### src/hdl/mhtq_pkg.sv
// Package of the min-heap timer queue: operation and status codes and
// the fixed field widths of the stream ports. No dependencies.
`timescale 1ns / 1ps
package mhtq_pkg;

  localparam int OP_W     = 2;
  localparam int ID_W     = 16;
  localparam int TIME_W   = 32;
  localparam int STATUS_W = 2;
  localparam int COUNT_W  = 6;

  typedef enum logic [OP_W-1:0] {
    OP_ADD    = 2'd0,
    OP_CANCEL = 2'd1,
    OP_ADJUST = 2'd2,
    OP_TICK   = 2'd3
  } op_t;

  typedef enum logic [STATUS_W-1:0] {
    ST_DONE      = 2'd0,
    ST_FULL      = 2'd1,
    ST_NOT_FOUND = 2'd2,
    ST_EXPIRED   = 2'd3
  } status_t;

endpackage

### src/hdl/mhtq_ram.sv
// Generic single-write, single-read RAM with a registered read port.
// Used by the heap store of the timer queue; no package dependencies.
`timescale 1ns / 1ps
module mhtq_ram #(
  parameter int WIDTH = 49,
  parameter int DEPTH = 32
) (
  input  logic                     clk,
  input  logic                     wr_en,
  input  logic [$clog2(DEPTH)-1:0] wr_addr,
  input  logic [WIDTH-1:0]         wr_data,
  input  logic [$clog2(DEPTH)-1:0] rd_addr,
  output logic [WIDTH-1:0]         rd_data
);

  logic [WIDTH-1:0] mem [DEPTH];

  always_ff @(posedge clk) begin
    if (wr_en) begin
      mem[wr_addr] <= wr_data;
    end
    rd_data <= mem[rd_addr];
  end

endmodule

### src/hdl/min_heap_timer_queue_unit.sv
// Top level of the min-heap timer queue: sequencer, heap walk and stream ports.
// Depends on mhtq_pkg and on the heap store mhtq_ram.
//
//  Channel | Dir | Ports                               | Contents
//  --------+-----+-------------------------------------+------------------------------------
//  in      | in  | in_tvalid/in_tready/in_tdata/tuser  | tuser: operation; tdata: id, times
//  out     | out | out_tvalid/out_tready/out_tdata/... | tuser: status; tdata: id, count
//
// One input transfer is taken only while the sequencer is idle. Add sifts
// the new entry up towards the root; cancel and adjust first scan the
// entries one by one from the root. Tick reads and tests the top, and for
// every popped entry fetches the last entry and sifts it down, with one
// emit step per result. Every step goes through the single read port of
// the heap RAM, which sets the pace.
// Reset clears the sequencer, the entry count and the output valid bit; the
// RAM contents are never cleared, as only the first count entries are read.
// A stalled result transfer holds the sequencer at its next emit.
`timescale 1ns / 1ps
module min_heap_timer_queue_unit
  import mhtq_pkg::*;
#(
  parameter int CAPACITY  = 32,
  parameter int ID_BITS   = 16,
  parameter int TIME_BITS = 32
) (
  input  logic        clk,
  input  logic        rst_n,
  input  logic        in_tvalid,
  output logic        in_tready,
  input  logic [79:0] in_tdata,   // [15:0] timer_id, [47:16] expire_time, [79:48] now_time
  input  logic [1:0]  in_tuser,   // [1:0] operation
  output logic        out_tvalid,
  input  logic        out_tready,
  output logic [23:0] out_tdata,  // [15:0] fired_id, [21:16] entry_count, [23:22] zero
  output logic [1:0]  out_tuser,  // [1:0] status
  output logic        out_tlast   // last result of the input
);

  localparam int IW = $clog2(CAPACITY);
  localparam int CW = $clog2(CAPACITY + 1);
  localparam int WW = 1 + ID_BITS + TIME_BITS;

  typedef enum logic [3:0] {
    S_IDLE, S_SCAN_RD, S_SCAN_CHK, S_UP, S_UP_CHK, S_DN, S_DN_L, S_DN_R,
    S_DN_CMP, S_TK_RD, S_TK_CHK, S_POP_RD, S_POP_LD, S_EMIT
  } state_t;

  // Input fields narrowed or widened to the internal widths.
  logic [31:0]          id_ext;
  logic [63:0]          exp_ext, now_ext;
  logic [ID_BITS-1:0]   in_id;
  logic [TIME_BITS-1:0] in_exp, in_now;
  assign id_ext  = {16'd0, in_tdata[15:0]};
  assign exp_ext = {32'd0, in_tdata[47:16]};
  assign now_ext = {32'd0, in_tdata[79:48]};
  assign in_id   = id_ext[ID_BITS-1:0];
  assign in_exp  = exp_ext[TIME_BITS-1:0];
  assign in_now  = now_ext[TIME_BITS-1:0];

  state_t               state_r, state_nxt, em_next_r, em_next_nxt;
  op_t                  op_r, op_nxt;
  logic [ID_BITS-1:0]   id_r, id_nxt;
  logic [TIME_BITS-1:0] key_r, key_nxt, now_r, now_nxt;
  logic [CW-1:0]        cnt_r, cnt_nxt, pos_r, pos_nxt, cidx_r, cidx_nxt;
  // Moving entry (x) and chosen child (c) of a sift.
  logic [TIME_BITS-1:0] x_key_r, x_key_nxt, c_key_r, c_key_nxt;
  logic [ID_BITS-1:0]   x_id_r, x_id_nxt, c_id_r, c_id_nxt;
  logic                 x_can_r, x_can_nxt, c_can_r, c_can_nxt;
  // A fired timer is held back until it is known whether it is the last one.
  logic                 pend_v_r, pend_v_nxt;
  logic [ID_BITS-1:0]   pend_id_r, pend_id_nxt;
  logic [CW-1:0]        pend_cnt_r, pend_cnt_nxt;
  // Result waiting to enter the output register.
  status_t              em_st_r, em_st_nxt;
  logic [ID_BITS-1:0]   em_id_r, em_id_nxt;
  logic [CW-1:0]        em_cnt_r, em_cnt_nxt;
  logic                 em_last_r, em_last_nxt;
  // Output register.
  logic                 ov_r, ov_nxt, olast_r, olast_nxt;
  status_t              ost_r, ost_nxt;
  logic [15:0]          oid_r, oid_nxt;
  logic [COUNT_W-1:0]   ocnt_r, ocnt_nxt;

  // Heap RAM ports.
  logic                 wr_en;
  logic [IW-1:0]        wr_addr, rd_addr;
  logic [WW-1:0]        wr_data, rd_data;
  logic [TIME_BITS-1:0] d_key;
  logic [ID_BITS-1:0]   d_id;
  logic                 d_can;
  assign d_key = rd_data[TIME_BITS-1:0];
  assign d_id  = rd_data[TIME_BITS+ID_BITS-1:TIME_BITS];
  assign d_can = rd_data[WW-1];

  mhtq_ram #(.WIDTH(WW), .DEPTH(CAPACITY)) u_heap (
    .clk     (clk),
    .wr_en   (wr_en),
    .wr_addr (wr_addr),
    .wr_data (wr_data),
    .rd_addr (rd_addr),
    .rd_data (rd_data)
  );

  logic [CW:0]   left_w, right_w, cnt_w;
  logic [CW-1:0] parent_w, cnt_m1;
  logic [31:0]   oid_ext;
  assign left_w   = {pos_r, 1'b1};
  assign right_w  = left_w + 1'b1;
  assign cnt_w    = {1'b0, cnt_r};
  assign parent_w = (pos_r - 1'b1) >> 1;
  assign cnt_m1   = cnt_r - 1'b1;
  assign oid_ext  = 32'(em_id_r);

  always_comb begin
    state_nxt    = state_r;
    em_next_nxt  = em_next_r;
    op_nxt       = op_r;
    id_nxt       = id_r;
    key_nxt      = key_r;
    now_nxt      = now_r;
    cnt_nxt      = cnt_r;
    pos_nxt      = pos_r;
    cidx_nxt     = cidx_r;
    x_key_nxt    = x_key_r;
    x_id_nxt     = x_id_r;
    x_can_nxt    = x_can_r;
    c_key_nxt    = c_key_r;
    c_id_nxt     = c_id_r;
    c_can_nxt    = c_can_r;
    pend_v_nxt   = pend_v_r;
    pend_id_nxt  = pend_id_r;
    pend_cnt_nxt = pend_cnt_r;
    em_st_nxt    = em_st_r;
    em_id_nxt    = em_id_r;
    em_cnt_nxt   = em_cnt_r;
    em_last_nxt  = em_last_r;
    ov_nxt       = ov_r && !out_tready;
    ost_nxt      = ost_r;
    oid_nxt      = oid_r;
    ocnt_nxt     = ocnt_r;
    olast_nxt    = olast_r;
    wr_en        = 1'b0;
    wr_addr      = pos_r[IW-1:0];
    wr_data      = {x_can_r, x_id_r, x_key_r};
    rd_addr      = pos_r[IW-1:0];

    case (state_r)
      S_IDLE: begin
        if (in_tvalid) begin
          op_nxt  = op_t'(in_tuser);
          id_nxt  = in_id;
          key_nxt = in_exp;
          now_nxt = in_now;
          case (op_t'(in_tuser))
            OP_ADD: begin
              em_next_nxt = S_IDLE;
              em_last_nxt = 1'b1;
              em_id_nxt   = '0;
              em_cnt_nxt  = cnt_r;
              if (cnt_w >= (CW+1)'(CAPACITY)) begin
                em_st_nxt = ST_FULL;
                state_nxt = S_EMIT;
              end else begin
                x_key_nxt = in_exp;
                x_id_nxt  = in_id;
                x_can_nxt = 1'b0;
                pos_nxt   = cnt_r;
                cnt_nxt   = cnt_r + 1'b1;
                state_nxt = S_UP;
              end
            end
            OP_CANCEL, OP_ADJUST: begin
              pos_nxt   = '0;
              state_nxt = S_SCAN_RD;
            end
            default: begin
              pend_v_nxt = 1'b0;
              state_nxt  = S_TK_RD;
            end
          endcase
        end
      end
      S_SCAN_RD: begin
        em_next_nxt = S_IDLE;
        em_last_nxt = 1'b1;
        em_id_nxt   = '0;
        em_cnt_nxt  = cnt_r;
        if (pos_r >= cnt_r) begin
          if (op_r == OP_CANCEL) begin
            em_st_nxt = ST_NOT_FOUND;
            state_nxt = S_EMIT;
          end else if (cnt_w >= (CW+1)'(CAPACITY)) begin
            em_st_nxt = ST_FULL;
            state_nxt = S_EMIT;
          end else begin
            x_key_nxt = key_r;
            x_id_nxt  = id_r;
            x_can_nxt = 1'b0;
            pos_nxt   = cnt_r;
            cnt_nxt   = cnt_r + 1'b1;
            state_nxt = S_UP;
          end
        end else begin
          state_nxt = S_SCAN_CHK;
        end
      end
      S_SCAN_CHK: begin
        em_st_nxt = ST_DONE;
        if (d_id == id_r) begin
          if (op_r == OP_CANCEL) begin
            wr_en     = 1'b1;
            wr_data   = {1'b1, d_id, d_key};
            state_nxt = S_EMIT;
          end else if (key_r == d_key) begin
            state_nxt = S_EMIT;
          end else begin
            x_key_nxt = key_r;
            x_id_nxt  = d_id;
            x_can_nxt = d_can;
            state_nxt = (key_r < d_key) ? S_UP : S_DN;
          end
        end else begin
          pos_nxt   = pos_r + 1'b1;
          state_nxt = S_SCAN_RD;
        end
      end
      S_UP: begin
        if (pos_r == '0) begin
          wr_en = 1'b1;
          state_nxt  = (op_r == OP_TICK) ? S_TK_RD : S_EMIT;
          em_st_nxt  = ST_DONE;
          em_cnt_nxt = cnt_r;
        end else begin
          rd_addr   = parent_w[IW-1:0];
          state_nxt = S_UP_CHK;
        end
      end
      S_UP_CHK: begin
        wr_en = 1'b1;
        if (d_key <= x_key_r) begin
          state_nxt  = S_EMIT;
          em_st_nxt  = ST_DONE;
          em_cnt_nxt = cnt_r;
        end else begin
          wr_data   = rd_data;
          pos_nxt   = parent_w;
          state_nxt = S_UP;
        end
      end
      S_DN: begin
        if (left_w >= cnt_w) begin
          wr_en      = 1'b1;
          state_nxt  = (op_r == OP_TICK) ? S_TK_RD : S_EMIT;
          em_st_nxt  = ST_DONE;
          em_cnt_nxt = cnt_r;
        end else begin
          rd_addr   = left_w[IW-1:0];
          state_nxt = S_DN_L;
        end
      end
      S_DN_L: begin
        c_key_nxt = d_key;
        c_id_nxt  = d_id;
        c_can_nxt = d_can;
        cidx_nxt  = left_w[CW-1:0];
        if (right_w < cnt_w) begin
          rd_addr   = right_w[IW-1:0];
          state_nxt = S_DN_R;
        end else begin
          state_nxt = S_DN_CMP;
        end
      end
      S_DN_R: begin
        // The right child wins only on a strictly smaller key.
        if (d_key < c_key_r) begin
          c_key_nxt = d_key;
          c_id_nxt  = d_id;
          c_can_nxt = d_can;
          cidx_nxt  = right_w[CW-1:0];
        end
        state_nxt = S_DN_CMP;
      end
      S_DN_CMP: begin
        wr_en = 1'b1;
        if (!(c_key_r < x_key_r)) begin
          state_nxt  = (op_r == OP_TICK) ? S_TK_RD : S_EMIT;
          em_st_nxt  = ST_DONE;
          em_cnt_nxt = cnt_r;
        end else begin
          wr_data   = {c_can_r, c_id_r, c_key_r};
          pos_nxt   = cidx_r;
          state_nxt = S_DN;
        end
      end
      S_TK_RD: begin
        rd_addr     = '0;
        em_next_nxt = S_IDLE;
        em_last_nxt = 1'b1;
        em_cnt_nxt  = cnt_r;
        if (cnt_r == '0 ) begin
          em_st_nxt  = pend_v_r ? ST_EXPIRED : ST_DONE;
          em_id_nxt  = pend_v_r ? pend_id_r : '0;
          pend_v_nxt = 1'b0;
          state_nxt  = S_EMIT;
        end else begin
          state_nxt = S_TK_CHK;
        end
      end
      S_TK_CHK: begin
        if (!d_can && d_key > now_r) begin
          em_next_nxt = S_IDLE;
          em_last_nxt = 1'b1;
          em_cnt_nxt  = cnt_r;
          em_st_nxt   = pend_v_r ? ST_EXPIRED : ST_DONE;
          em_id_nxt   = pend_v_r ? pend_id_r : '0;
          pend_v_nxt  = 1'b0;
          state_nxt   = S_EMIT;
        end else begin
          // Pop the top; a live top also fires.
          cnt_nxt   = cnt_m1;
          pos_nxt   = '0;
          state_nxt = (cnt_m1 != '0) ? S_POP_RD : S_TK_RD;
          if (!d_can) begin
            pend_v_nxt   = 1'b1;
            pend_id_nxt  = d_id;
            pend_cnt_nxt = cnt_m1;
            if (pend_v_r) begin
              em_st_nxt   = ST_EXPIRED;
              em_id_nxt   = pend_id_r;
              em_cnt_nxt  = pend_cnt_r;
              em_last_nxt = 1'b0;
              em_next_nxt = (cnt_m1 != '0) ? S_POP_RD : S_TK_RD;
              state_nxt   = S_EMIT;
            end
          end
        end
      end
      S_POP_RD: begin
        rd_addr   = cnt_r[IW-1:0];
        state_nxt = S_POP_LD;
      end
      S_POP_LD: begin
        x_key_nxt = d_key;
        x_id_nxt  = d_id;
        x_can_nxt = d_can;
        state_nxt = S_DN;
      end
      S_EMIT: begin
        if (!ov_r || out_tready) begin
          ov_nxt    = 1'b1;
          ost_nxt   = em_st_r;
          oid_nxt   = oid_ext[15:0];
          ocnt_nxt  = COUNT_W'(em_cnt_r);
          olast_nxt = em_last_r;
          state_nxt = em_next_r;
        end
      end
      default: state_nxt = S_IDLE;
    endcase
  end

  always_ff @(posedge clk) begin
    if (!rst_n) begin
      state_r   <= S_IDLE;
      em_next_r <= S_IDLE;
      cnt_r     <= '0;
      pend_v_r  <= 1'b0;
      ov_r      <= 1'b0;
    end else begin
      state_r   <= state_nxt;
      em_next_r <= em_next_nxt;
      cnt_r     <= cnt_nxt;
      pend_v_r  <= pend_v_nxt;
      ov_r      <= ov_nxt;
    end
    op_r       <= op_nxt;
    id_r       <= id_nxt;
    key_r      <= key_nxt;
    now_r      <= now_nxt;
    pos_r      <= pos_nxt;
    cidx_r     <= cidx_nxt;
    x_key_r    <= x_key_nxt;
    x_id_r     <= x_id_nxt;
    x_can_r    <= x_can_nxt;
    c_key_r    <= c_key_nxt;
    c_id_r     <= c_id_nxt;
    c_can_r    <= c_can_nxt;
    pend_id_r  <= pend_id_nxt;
    pend_cnt_r <= pend_cnt_nxt;
    em_st_r    <= em_st_nxt;
    em_id_r    <= em_id_nxt;
    em_cnt_r   <= em_cnt_nxt;
    em_last_r  <= em_last_nxt;
    ost_r      <= ost_nxt;
    oid_r      <= oid_nxt;
    ocnt_r     <= ocnt_nxt;
    olast_r    <= olast_nxt;
  end

  assign in_tready  = (state_r == S_IDLE);
  assign out_tvalid = ov_r;
  assign out_tuser  = ost_r;
  assign out_tdata  = {2'b00, ocnt_r, oid_r};
  assign out_tlast  = olast_r;

`ifndef SYNTHESIS
  // The entry count never exceeds the capacity.
  a_cnt_bound: assert property (@(posedge clk) disable iff (!rst_n)
    cnt_r <= CW'(CAPACITY))
    else $error("entry count above capacity");

  // A held-back fired timer never survives into the idle state.
  a_pend_idle: assert property (@(posedge clk) disable iff (!rst_n)
    state_r == S_IDLE |-> !pend_v_r)
    else $error("fired timer left pending at idle");

  // The count moves by at most one entry per cycle.
  a_cnt_step: assert property (@(posedge clk) disable iff (!rst_n)
    cnt_r == $past(cnt_r) || cnt_r == $past(cnt_r) + 1'b1
      || cnt_r == $past(cnt_r) - 1'b1)
    else $error("entry count jumped");

  // Heap writes stay inside the occupied region.
  a_wr_range: assert property (@(posedge clk) disable iff (!rst_n)
    wr_en |-> pos_r < cnt_r)
    else $error("heap write outside occupied entries");
`endif

endmodule
### config.mk
export PLATFORM = sky130hd
export DESIGN_NAME = min_heap_timer_queue_unit
export DESIGN_NICKNAME = d
export VERILOG_FILES = /design/src/hdl/mhtq_pkg.sv /design/src/hdl/mhtq_ram.sv /design/src/hdl/min_heap_timer_queue_unit.sv
export SDC_FILE = /design/constraint.sdc
export NUM_CORES = 2
export LEC_CHECK = 0
export BUFFER_PORTS_ARGS = -buffer_cell sky130_fd_sc_hd__buf_4
export CORE_ASPECT_RATIO = 0.8
export CORE_UTILIZATION = 30
export DETAILED_ROUTE_END_ITERATION = 10
export PLACE_DENSITY = 0.44
export SYNTH_ARGS = -nofsm -noshare
export SYNTH_HDL_FRONTEND = slang
export SYNTH_SLANG_ARGS = --single-unit
export TNS_END_PERCENT = 10
### constraint.sdc
create_clock -name clk -period 11.8 [get_ports clk]
set_clock_uncertainty 0.2 [all_clocks]
set_input_delay 1.18 -clock clk [delete_from_list [all_inputs] [get_ports clk]]
set_output_delay 1.18 -clock clk [all_outputs]
set_load 0.03 [all_outputs]
### After elaboration in Yosys (flattened, before gate mapping)

Memory sizes are Yosys's and may differ from the RTL's. A register that Yosys moved wholly into a read port is not among the register bits.
Index checks and enable logic that the tools add are counted.

* bits in registers: 280
* RAM bits: 1568
* bits of input ports: 86
* output and inout bits: 29
* word-level logic and storage cells: 270
* memories kept: 1

* add/sub/neg operators: 5
* order comparisons: 9
* eq/ne operators: 43
* muxes and demuxes: 145
* bitwise operators: 2
* reductions and logical operators: 38

Memories
* u_heap.mem: words 32, width 49, read ports 1, clocked after Yosys merged registers in 1, write ports 1, line mhtq_ram.sv:16 `logic [WIDTH-1:0] mem [DEPTH];`

Operators with widths (count)
* 2-to-1 mux 32 bit: 10
* 2-to-1 mux 16 bit: 17
* 2-to-1 mux 49 bit: 4
* one-hot mux 49 bit (3 select lines): 1
* 2-to-1 mux 6 bit: 24
* one-hot mux 16 bit (4 select lines): 2
* one-hot mux 32 bit (4 select lines): 1
* less-than comparator 32 bit: 3
* 2-to-1 mux 4 bit: 18
* one-hot mux 32 bit (2 select lines): 1
* one-hot mux 4 bit (14 select lines): 1
* one-hot mux 6 bit (7 select lines): 1
* != test 2 bit, second input constant: 20
* one-hot mux 6 bit (6 select lines): 1
* equality test 32 bit: 1
* greater-than comparator 32 bit: 1
* less-or-equal comparator 32 bit: 1
* one-hot mux 16 bit (2 select lines): 1
* 2-to-1 mux 2 bit: 15
* 2-to-1 mux 1 bit: 27
* one-hot mux 5 bit (5 select lines): 1
* equality test 4 bit, second input constant: 6
* one-hot mux 6 bit (2 select lines): 2
* 2-to-1 mux 3 bit: 6
* 47 further kinds: 77

### Depth between registers and ports, before layout

* word-level depth: 7
* depth in mapped cells: 18
* gate-level depth less buffers: 13

### Hierarchy

Synthesis repeated with hierarchy kept, for this count alone.

* cells, all modules: 4927
* area total of the unflattened synthesis: 78402.7 µm²

Modules (own cells, without submodules)
* mhtq_ram: times used 1, cells an instance 3434, area an instance 61854.3 µm², sequential area each 48066.1 µm²
* min_heap_timer_queue_unit: times used 1, cells an instance 1493, area an instance 16548.4 µm², sequential area each 8207.9 µm²

### Worst setup path after synthesis

OpenSTA, ideal clock, no wires.

* path type: flip-flop to flip-flop
* from: reg c_key_r[17]
* to: reg c_can_r, enable pin
* setup time: 0.544 ns
* arrival: 5.997 ns
* data required time: 11.056 ns
* slack: 5.059 ns
* stages on the path, launching flop included: 13
* buffers on the path: 0
* period minus slack after synthesis: 6.741 ns
* cell sequence: edfxtp_1 > inv_1 > ha_1 > a21o_1 > a21o_1 > a21o_1 > a21o_1 > a21o_1 > a21o_1 > a221o_1 > a31oi_1 > nor3_1 > o21ai_0

* longest elaborated chain between the ends: 3

Ends and longest elaborated chain
* start, declared: line min_heap_timer_queue_unit.sv:66 `logic [TIME_BITS-1:0] x_key_r, x_key_nxt, c_key_r, c_key_nxt;`
* start signal, assigned: line min_heap_timer_queue_unit.sv:385 `c_key_r <= c_key_nxt;`
* less-than comparator 32 bit: line min_heap_timer_queue_unit.sv:275 `if (d_key < c_key_r) begin`
* != test 2 bit (no source line)
* AND reduction 2 bit (no source line)
* end signal, assigned: line min_heap_timer_queue_unit.sv:387 `c_can_r <= c_can_nxt;`
* end, declared: line min_heap_timer_queue_unit.sv:68 `logic x_can_r, x_can_nxt, c_can_r, c_can_nxt;`

Every way passes these cells.
A chain may end at the register's enable or synchronous reset.

### Worst setup path after layout

* from: reg cnt_r[5]
* to: reg u_heap.rd_data[18], read port of u_heap.mem

* longest elaborated chain between the ends: 3
* elaborated cells on any way between the ends: 5
* classes of those cells: order compare (2); mux (3)

Ends and longest elaborated chain
* start, declared: line min_heap_timer_queue_unit.sv:64 `logic [CW-1:0] cnt_r, cnt_nxt, pos_r, pos_nxt, cidx_r, cidx_nxt;`
* start signal, assigned: line min_heap_timer_queue_unit.sv:372 `cnt_r <= cnt_nxt;`
* less-than comparator 7 x 6 -> 1 bit / greater-or-equal comparator 7 x 6 -> 1 bit (equally long branches): line min_heap_timer_queue_unit.sv:266, min_heap_timer_queue_unit.sv:251
* 2-to-1 mux 5 bit, on equally long branches: line min_heap_timer_queue_unit.sv:266, min_heap_timer_queue_unit.sv:251
* one-hot mux 5 bit (5 select lines) (*): line min_heap_timer_queue_unit.sv:147 `case (state_r)`
* end, declared: line mhtq_ram.sv:13 `output logic [WIDTH-1:0] rd_data`

Mark *: on every way between the ends. The rest lies on a longest branch, timed or not.

==> results.yml <==
floorplanning:
  core_region_area_um2: 257000
  ios: 115
  die_h_um: 458
  die_area_um2: 262000
  die_w_um: 571
  start_util: 0.303
  row_count: 166
global_route:
  gr-total-overflow: 0
  grt_pass1_wl_um: 353000
  grt_max_degree: 134
  antenna_found_initial: 6
  grt_usage: 0.189
  grt_pass1_vias: 45600
final_layout:
  fillers: 24500
  seq_area_um2: 56300
  area_delta_synth_final_pct: 15.2
  layout-drive-gt1-share: 0.136
  layout.nets: 5644
  multi_input_area_um2: 20000
logic_synthesis:
  yosysWarningCount: 0
  synthCells: 5228
  netlist_top_cells_area: "edfxtp_1, nand2_1, ha_1, mux4_2, a221o_1"
  yosysSeqAreaShare: 0.723
  yosysMostFrequentCell: "edfxtp_1"
  synth_cell_types: 76
  synth_top_cells_by_count: "edfxtp_1, nand2_1, clkbuf_1"
  syn_area_um2: 77800
  async_flop_share: 0
  avgSynthCellArea_um2: 14.9
  ys.flop_type: "edfxtp_1"
  synth_edf_count: 1832
  synth_top_cell_area_share: 0.707
  ys_ff_latch: 1895
  yosys.area.top_type: "edfxtp_1"
clock_network:
  cts_max_path_buffers: 3
  cts_tree: "built"
  cts-htree-levels: 4
  ctsResizeCount: 0
  root_buffer: "clkbuf_16"
  clock_latency_ns: 0.87
  cts_num_sinks: 1895
  ctsHoldBuffers: 0
  tritoncts.num_buffers: 204
  cts_setup_buffers: 0
  path_clk_slew_ns: 0.06
placement:
  gp_congestion: 0.844
  portBuffers: 112
  hpwlAfterDp_um: 138000
timing:
  setup_violations: 0
  tightestPinTransition_ns: 1.30
  timing.fmax_ghz: 0.154
  hold_violations: 0
  rsz0062_at_grt: "no"
  finalSetupTns_ns: 0
  final.min_clock_period_ns: 6.48
  period_share: 0.549
  relSlewSlack: 0.130
  final_max_slew_viol_count: 0
worst_setup_path:
  cp.arrival_ns: 6.99
  rr_startpoint: "cnt_r[5]"
  cp-start-kind: "flop"
  worstPathRequired_ns: 12.31
  startpoint: "cnt_r[5]"
  crit_path_end: "u_heap.rd_data[18]"
  reg2reg_to: "u_heap.rd_data[18]"
  ff2ff_path_depth: 14
  end_kind: "flop"
  crit_type: "reg2reg"
  worstPathMaxFanout: 116
  r2r_slack_ns: 5.32
hold_path:
  hold_class: "reg2reg"
detailed_routing:
  viasPerCell: 5.25
  antenna_left: 0
  dr.pass1.iters: 5
  drt_iter0_drc: 5027
  wl_per_cell_um: 27.9
  num_vias: 47300
  remaining_drc_errors: 0
  wl_um: 251000
power_and_ir_drop:
  vdd_drop_max_v: 0.000353
  p_leak_nw: 30.4
  power_mw: 27.8
  powerDensity_nw_per_um2: 310
run_status:
  status: "finished clean"
run:
  drv_cap: 0
[power by group]
group / leakage, nW / internal [mW] / switching, mW
clock: 3.22 / 3.55 / 2.72
sequential: 17.1 / 9.73 / 0.530
combinational: 10.0 / 3.20 / 8.08
[cell usage in the layout, fill, tap and decap left out, types with 11 or more instances in the layout]
master,n
o21ai_0,71
nand2b_1,16
o211ai_1,15
nand2_1,966
and2_1,20
clkinv_1,38
nor2b_1,13
buf_4,251
a211oi_1,103
clkinv_2,40
mux4_2,98
clkbuf_1,52
o2111ai_1,49
inv_1,152
mux2i_1,60
a21oi_1,182
a311oi_1,86
clkbuf_8,26
a22oi_1,20
xnor2_1,25
nand4_1,38
nor4_2,26
nor3_1,52
o21ai_1,36
nand3_1,26
edfxtp_1,1832
clkbuf_16,207
a221o_1,164
nor2_1,52
a21o_1,74
o22ai_1,53
a22o_1,19
and3_1,152
nor2_4,35
ha_1,186
a221oi_1,11
dfxtp_1,63
nor4_1,30
a31oi_1,56
[worst max-delay path, cell delays in order (launching register included)]
cell	delay [ns]
dfxtp_1	0.80
inv_1	0.42
ha_1	0.42
and3_1	0.16
o31ai_1	0.09
and3_1	0.29
a221oi_1	0.67
o2111a_4	0.85
buf_4	0.73
buf_12	0.53
nand2_1	0.10
and3_1	0.19
a311oi_1	0.25
a211oi_1	0.12
nor4_1	0.36
[metal layers]
metal | GRT usage | vias up | share of wire
met1 | 0.286 | 24600 | 0.48
met2 | 0.277 | 1721 | 0.43
met3 | 0.0394 | 280 | 0.074
met5 | 0 | - | 0
li1 | - | 20700 | -
met4 | 0.0392 | 0 | 0.018
[cell type report]
cell class,count,share of cell area
clock inverters,98,0.00905
diodes,3,0.0000837
repair buffers,255,0.0219
multi-input cells,2863,0.223
well taps,3444,0.0480
inverters,153,0.00640
flip-flops and latches,1895,0.627
clock buffers,285,0.0639
[metrics by stage]
stage | instance area (um2) | hold WS (ns) | utilization | cells | worst slack (ns)
2_1_floorplan | 77800 | 0.200 | - | 5229 | 5.06
6_report | 89700 | 0.217 | 0.349 | 8996 | 5.32
4_1_cts | 89700 | 0.220 | 0.349 | 8993 | 5.22
5_1_grt | 89700 | 0.223 | 0.349 | 8994 | 4.82
3_3_place_gp | 83100 | 0.203 | 0.324 | 8610 | 5.36
3_5_place_dp | 83100 | 0.205 | 0.324 | 8610 | 5.28
[worst min-delay path by stage]
stage                startpoint   endpoint  depth (start not counted)  slack, ns
detailed placement   em_id_r[6]   oid_r[6]                          0       0.20
global placement      em_last_r  out_tlast                          0       0.20
global route        em_cnt_r[3]  ocnt_r[3]                          0       0.22
finish              em_cnt_r[1]  ocnt_r[1]                          0       0.22
floorplan           em_cnt_r[0]  ocnt_r[0]                          0       0.20
CTS                 em_cnt_r[1]  ocnt_r[1]                          0       0.22
[sequential cells by signal, summed over array words and instances (netlist names), 32 cells and up]
register        count
u_heap.mem       1568
u_heap.rd_data     49
c_key_r            32
key_r              32
now_r              32
x_key_r            32
[logic make-up (layout without fill, tap and decap cells)]
kind of cell             Yosys count  after routing  synth area share
AO/OA/AOI/OAI                   1013           1013            0.0963
XOR/XNOR                          33             33           0.00371
adder cells (fa/ha/maj)          186            186            0.0299
buffers and inverters            471            791            0.0253
flip-flops                      1895           1895             0.723
multiplexers                     159            159            0.0363
other                              1              5         0.0000482
AND/OR/NAND/NOR                 1470           1470            0.0854
Note: power is estimated with default switching activity, not from simulation.
